### config.mk
export PLATFORM = sky130hd
export DESIGN_NAME = tpw_regs
export DESIGN_NICKNAME = d
export VERILOG_FILES = /design/src/hw/rtl/tpw_pkg.sv /design/src/hw/rtl/tpw_regs.sv
export SDC_FILE = /design/constraint.sdc
export NUM_CORES = 1
export LEC_CHECK = 0
export BUFFER_PORTS_ARGS = -buffer_cell sky130_fd_sc_hd__buf_2
export CAP_MARGIN = 0
export CORE_MARGIN = 2
export CORE_UTILIZATION = 45
export CTS_BUF_LIST = sky130_fd_sc_hd__clkbuf_8
export DETAILED_ROUTE_END_ITERATION = 10
export PLACE_DENSITY = 0.76
export SLEW_MARGIN = 5
export SYNTH_ARGS = -nofsm -noshare
export SYNTH_HDL_FRONTEND = slang
export SYNTH_SLANG_ARGS = --single-unit
### constraint.sdc
create_clock -name clk_i -period 1.6 [get_ports clk_i]
set_input_delay 0.16 -clock clk_i [delete_from_list [all_inputs] [get_ports clk_i]]
set_output_delay 0.16 -clock clk_i [all_outputs]
set_load 0.005 [all_outputs]
### src/hw/rtl/tpw_pkg.sv
// ----------------------------------------------------------------------------
// tpw_pkg
// Shared types and constants of the transfer progress watchdog.
// ----------------------------------------------------------------------------
package tpw_pkg;

  localparam int unsigned TimeW     = 48;
  localparam int unsigned RateW     = 32;
  localparam int unsigned ApbDataW  = 64;
  localparam int unsigned ApbAddrW  = 5;
  localparam int unsigned TicksPerSecondDefault = 1000000;

  localparam logic [TimeW-1:0] HeaderDeadlineRst    = {TimeW{1'b1}};
  localparam logic [TimeW-1:0] OperationDeadlineRst = '0;
  localparam logic [TimeW-1:0] StallIntervalRst     = TimeW'(10000000);
  localparam logic [RateW-1:0] MinimumRateRst       = '0;

  typedef enum logic [1:0] {
    ActStart    = 2'd0,
    ActHeader   = 2'd1,
    ActProgress = 2'd2
  } tpw_action_e;

  typedef enum logic [2:0] {
    ErrNone      = 3'd0,
    ErrHeader    = 3'd1,
    ErrOperation = 3'd2,
    ErrStall     = 3'd3,
    ErrSlow      = 3'd4
  } tpw_err_e;

  typedef enum logic [1:0] {
    RegHeaderDeadline    = 2'd0,
    RegOperationDeadline = 2'd1,
    RegStallInterval     = 2'd2,
    RegMinimumRate       = 2'd3
  } tpw_reg_e;

  typedef struct packed {
    logic [TimeW-1:0] header_deadline;
    logic [TimeW-1:0] operation_deadline;
    logic [TimeW-1:0] stall_interval;
    logic [RateW-1:0] minimum_rate;
  } tpw_cfg_t;

endpackage

### src/hw/rtl/tpw_regs.sv
// ----------------------------------------------------------------------------
// tpw_regs
// APB configuration registers of the watchdog, one register per 8 bytes.
// ----------------------------------------------------------------------------
module tpw_regs (
  input  logic                          clk_i,
  input  logic                          rst_ni,
  input  logic                          psel,
  input  logic                          penable,
  input  logic                          pwrite,
  input  logic [tpw_pkg::ApbAddrW-1:0]  paddr,
  input  logic [tpw_pkg::ApbDataW-1:0]  pwdata,
  output logic [tpw_pkg::ApbDataW-1:0]  prdata,
  output logic                          pready,
  output tpw_pkg::tpw_cfg_t             cfg_o
);
  import tpw_pkg::*;

  tpw_cfg_t cfg_q, cfg_d;
  tpw_reg_e idx;
  logic     wr_en;

  assign pready = 1'b1;
  assign idx    = tpw_reg_e'(paddr[ApbAddrW-1:3]);
  assign wr_en  = psel && penable && pwrite && pready;

  always_comb begin
    cfg_d = cfg_q;
    if (wr_en) begin
      case (idx)
        RegHeaderDeadline:    cfg_d.header_deadline    = pwdata[TimeW-1:0];
        RegOperationDeadline: cfg_d.operation_deadline = pwdata[TimeW-1:0];
        RegStallInterval:     cfg_d.stall_interval     = pwdata[TimeW-1:0];
        RegMinimumRate:       cfg_d.minimum_rate       = pwdata[RateW-1:0];
        default: ;
      endcase
    end
  end

  always_comb begin
    case (idx)
      RegHeaderDeadline:    prdata = ApbDataW'(cfg_q.header_deadline);
      RegOperationDeadline: prdata = ApbDataW'(cfg_q.operation_deadline);
      RegStallInterval:     prdata = ApbDataW'(cfg_q.stall_interval);
      RegMinimumRate:       prdata = ApbDataW'(cfg_q.minimum_rate);
      default:              prdata = '0;
    endcase
  end

  always_ff @(posedge clk_i or negedge rst_ni) begin
    if (!rst_ni) begin
      cfg_q.header_deadline    <= HeaderDeadlineRst;
      cfg_q.operation_deadline <= OperationDeadlineRst;
      cfg_q.stall_interval     <= StallIntervalRst;
      cfg_q.minimum_rate       <= MinimumRateRst;
    end else begin
      cfg_q <= cfg_d;
    end
  end

  assign cfg_o = cfg_q;

endmodule

# == Word level (Yosys, flattened, before mapping) ==
# Index checks and enable logic that the tools add are counted.
# word_totals
register_bits,176
input_bits,74
output_inout_bits,241
elab_cells,15
# op_classes
eq_ne,3
muxes,1
n_reduce_logical,7
# op_table
cell,n
64-bit case mux with 4 select lines,1
2-bit AND reduction,4
2-bit equality test (second input constant),2
2-bit by 1-bit equality test with 1-bit output (second input constant),1
1-bit logical AND,2
2-bit logical NOT,1

# == Depth between registers and ports, before layout ==
# logic_depth
word_depth,3
depth_mapped,6
depth_no_buf,3

# == Worst setup path before layout ==
# Ideal clock, no wire load.
# synth_path
kind,input port to flip-flop
startpoint,in paddr[4] (netlist bit)
endpoint,reg cfg_q (netlist bit cfg_o[59])
setup_time_ns,0.125
arrival_ns,1.283
required_time_ns,1.475
setup_slack_ns,0.192
path_stages,6
n_path_buf,3
path_cell_list,buf_2 nand4_1 nor2_1 buf_2 buf_2 mux2_2
# synth_via
elab_chain_cells,2
# synth_lines
item,line_no,source
start: declaration,tpw_regs.sv:11,"input logic [tpw_pkg::ApbAddrW-1:0] paddr,"
2-bit equality test,tpw_regs.sv:30,case (idx)
2-bit AND reduction (no source line),--,
end signal: assignment,tpw_regs.sv:57,cfg_q <= cfg_d;
end: declaration,tpw_regs.sv:19,"tpw_cfg_t cfg_q, cfg_d;"
# No other way between the ends.
# A chain may end at the register's enable or synchronous reset.

# == Final worst setup path ==
# layout_path
startpoint,reg cfg_q (netlist bit cfg_o[15])
endpoint,out prdata[15] (netlist bit)
# layout_via
elab_chain_cells,1
# layout_lines
item,line_no,source
64-bit case mux with 4 select lines,tpw_regs.sv:41,case (idx)
end: declaration,tpw_regs.sv:13,"output logic [tpw_pkg::ApbDataW-1:0] prdata,"
# No other way between the ends. The select of a mux whose other input is x is not followed.

==> flow_summary_export.csv <==
group,metric,value,unit
status,run_status,"finished, violations left",
status,violated_checks,"setup timing",
clock_tree,clock_insertion_delay_at_the_later_pin_of_the_skew_report,450,ps
detailed_routing,drt_pass1_iterations,4,
worst_setup_path,worstPathMaxFanout,2,
timing,setup_total_negative_slack,-561,ps
timing,finalSetupViolations,26,
floorplan,die-area,18700,sq um
floorplan,core-area,17200,sq um
cells_and_area,final_nets,965,
power_and_ir_drop,pwr_density_cell,1270,nW/um^2
timing,fin_skew,0,ps
power_and_ir_drop,switchingPower,4.11,mW
timing,rsz0062_at_grt,"yes",
cells_and_area,final-instance-count-excl-fill,1129,
clock_tree,cts.sink_count,176,
cells_and_area,area_growth_syn_to_layout,39.7,%
worst_hold_path,timing.hold.worst.class,"in2async",
place,numPlacedInstances,982,
worst_setup_path,crit_path_top_delay_cell,"sky130_fd_sc_hd__mux4_2",
worst_setup_path,regToRegSetupSlack,510,ps
synth,synth_seq_area_share,56.5,%
detailed_routing,route.detailed.wl_per_inst,19.3,microns
timing,clock.fmax,607,MHz
place,pre_cts_ws,26.1,ps
power_and_ir_drop,power.clock.fraction,22.6,%
detailed_routing,drc_errors,0,
timing,slew_viol_final,0,
synth,synth-warning-count,0,
floorplan,start_util,46.0,%
place,placement.io_buffers,278,
worst_setup_path,worst-endpoint-required,1440,ps
worst_setup_path,critical_path.top_delay_family,"multiplexers",
power_and_ir_drop,internal_power,9.96,mW
synth,netlist_area,7930,sq um
cells_and_area,final_layout_size_suffix_gt1_share,73.7,%
worst_setup_path,cell_chain_of_the_critical_path,"mux4_2 -> buf_2",
power_and_ir_drop,total_leakage_power,5.42,nW
global_routing,antenna_found_initial,0,
worst_setup_path,critical_path_arrival,1490,ps
detailed_routing,drt_wl_total,21.7,mm
clock_tree,worst_setup_hold_path_clk_slew,100,ps
worst_setup_path,setup.worst_path.class,"reg2out",
timing,worst_setup_margin,-46.6,ps
detailed_routing,dr_total_vias,5924,
place,hpwlAfterDp,14.4,mm
worst_setup_path,worstReg2RegEnd,"cfg_o[4]",
floorplan,ioPinCount,315,
global_routing,globalRouteTotalUtil,22.9,%
worst_setup_path,cp-end-kind,"output pin",
global_routing,grt_overflow,0,
power_and_ir_drop,fraction_of_power_consumed_by_combinational_cells,31.1,%
global_routing,grt_max_degree,63,
run,max_cap_violations,0,
clock_tree,cts_tree,"done",
worst_setup_path,cp.buffers_inverters,1,
detailed_routing,drt-initial-drc-count,214,
power_and_ir_drop,power.sequential.fraction,46.3,%
cells_and_area,finalCoreUtilization,64.2,%
floorplan,chipHeight,137,microns
detailed_routing,antenna_violating_nets_post_route,0,
global_routing,first_pass_grt_wire_length,32.9,mm
clock_tree,numCtsBuffers,17,
synth,syn-mean-instance-area,16.1,sq um
clock_tree,cts_max_path_buffers,2,
clock_tree,clock-root-buffer,"sky130_fd_sc_hd__clkbuf_8",
place,routabilityCongestion,0.779,
floorplan,num_rows,48,
power_and_ir_drop,fin_total_pwr,14.1,mW
worst_setup_path,timing.rr.start,"cfg_o[4]",
synth,synthCells,492,
cells_and_area,largest_register_ffs,176,
worst_setup_path,ff2ff_path_depth,3,
worst_setup_path,cp.depth,2,
global_routing,first_global_vias,6357,
timing,post-route-min-period,1650,ps
timing,timing.final.crit_share,103,%
detailed_routing,routed_via_density,5.25,
power_and_ir_drop,swShare,29.2,%
clock_tree,cts_max_level,4,
worst_setup_path,setup.worst_path.start_class,"flip-flop",
floorplan,die_w,137,microns
synth,synthDistinctLibCells,22,
worst_setup_path,critical_path.max_stage_delay,480,ps
timing,final_hold_viol_count,0,
synth,postSynthRegisterBits,176,
power_and_ir_drop,ir_worst_vdd,0.692,mV
cells_and_area,diodes,0,
## kinds of logic after synthesis
family                 count (synthesis)  share of synthesized area, %
flip-flops                           176                          56.5
AO/OA/AOI/OAI                         16                          1.01
other                                  2                        0.0948
multiplexers                         224                          37.1
AND/OR/NAND/NOR                       23                          1.31
buffers and inverters                 51                          4.06
## power by group through the flow
| stage | clock (mW) | combinational (mW) | sequential, mW |
|---|---|---|---|
| final | 3.17 | 4.38 | 6.52 |
| after global routing | 3.40 | 4.72 | 6.64 |
| after global placement | 0 | 3.47 | 6.55 |
| after detailed placement | 0 | 3.59 | 6.65 |
| after CTS | 3.24 | 4.24 | 6.49 |
| after floorplan | 0 | 1.66 | 6.55 |
## worst register-to-register path, cell delays in order, from the launching register on
cell and delay, ps:
sky130_fd_sc_hd__dfrtp_1 410, sky130_fd_sc_hd__buf_4 140, sky130_fd_sc_hd__buf_4 130, sky130_fd_sc_hd__mux2_1 300
## per-stage QoR
stage,hold slack (ps),area (sq um)
floorplan,-136,7980
global placement,92.6,9650
detailed placement,101,9650
CTS,168,10900
global route,193,11100
finish,184,11100
## repair_timing
action | in CTS | in global routing
endpoints found under the setup margin | 32 | 38
setup buffers | 52 | 13
hold buffers | 49 | 0
gates cloned | 0 | 1
endpoints found under the hold margin | 223 | 0
gates resized for setup | 0 | 7
## cell usage after synthesis
| cell | number | area share [%] |
|---|---|---|
| sky130_fd_sc_hd__mux2_2 | 155 | 22 |
| sky130_fd_sc_hd__dfrtp_1 | 120 | 38 |
| sky130_fd_sc_hd__dfstp_2 | 56 | 19 |
| sky130_fd_sc_hd__mux4_2 | 32 | 9.1 |
| sky130_fd_sc_hd__buf_4 | 23 | 2.2 |
| sky130_fd_sc_hd__mux2_4 | 20 | 3.8 |
| sky130_fd_sc_hd__buf_2 | 17 | 1.1 |
| sky130_fd_sc_hd__mux2i_1 | 16 | 2.0 |
| sky130_fd_sc_hd__nand2_1 | 16 | 0.76 |
| sky130_fd_sc_hd__o21ai_0 | 16 | 1.0 |
| sky130_fd_sc_hd__clkbuf_1 | 7 | 0.33 |
| sky130_fd_sc_hd__buf_6 | 3 | 0.43 |
| sky130_fd_sc_hd__conb_1 | 2 | 0.095 |
| sky130_fd_sc_hd__inv_2 | 1 | 0.047 |
| sky130_fd_sc_hd__mux2_1 | 1 | 0.14 |
| sky130_fd_sc_hd__nand3_1 | 1 | 0.063 |
| sky130_fd_sc_hd__nand4_1 | 1 | 0.079 |
| sky130_fd_sc_hd__nor2_1 | 1 | 0.047 |
| sky130_fd_sc_hd__nor2b_1 | 1 | 0.079 |
| sky130_fd_sc_hd__nor3_1 | 1 | 0.063 |
| sky130_fd_sc_hd__or2_1 | 1 | 0.079 |
| sky130_fd_sc_hd__or3_4 | 1 | 0.14 |
## area by class of cell
type | instances | area [sq um]
clock buffer | 19 | 262
clock inverter | 13 | 151
fill | 1219 | 6170
inverter | 1 | 3.75
multi-input combinational | 280 | 3200
sequential | 176 | 4470
tap | 225 | 282
timing repair buffer | 415 | 2700
## worst max path at each step
stage	start	slack, ps	endpoint
after detailed placement	paddr[4]	30	cfg_o[12]
final	cfg_o[15]	-50	prdata[15]
after floorplan	paddr[4]	190	cfg_o[59]
after CTS	cfg_o[59]	-70	prdata[27]
after global placement	paddr[4]	70	cfg_o[27]
after global routing	cfg_o[9]	-110	prdata[9]
## cell usage in the layout (no fill, tap or decap), types with 3 or more instances in the layout
cell,n
sky130_fd_sc_hd__mux4_2,32
sky130_fd_sc_hd__buf_4,78
sky130_fd_sc_hd__dfrtp_1,120
sky130_fd_sc_hd__dfstp_2,56
sky130_fd_sc_hd__buf_12,10
sky130_fd_sc_hd__clkbuf_8,19
sky130_fd_sc_hd__nand2_1,16
sky130_fd_sc_hd__dlygate4sd3_1,49
sky130_fd_sc_hd__mux2_4,20
sky130_fd_sc_hd__buf_2,275
sky130_fd_sc_hd__conb_1,17
sky130_fd_sc_hd__clkinv_4,3
sky130_fd_sc_hd__o21ai_1,6
sky130_fd_sc_hd__mux2_2,155
sky130_fd_sc_hd__o21ai_0,10
sky130_fd_sc_hd__mux2i_1,16
## metal layers
metal / track usage [%] / vias to the layer above / part of all wire, %
met5: 0 / - / 0
met4: 9.61 / 0 / 2.8
met3: 4.89 / 51 / 6.0
met2: 41.3 / 268 / 53
met1: 26.2 / 3047 / 38
li1: - / 2558 / -
Power figures use the tool's default switching activity.
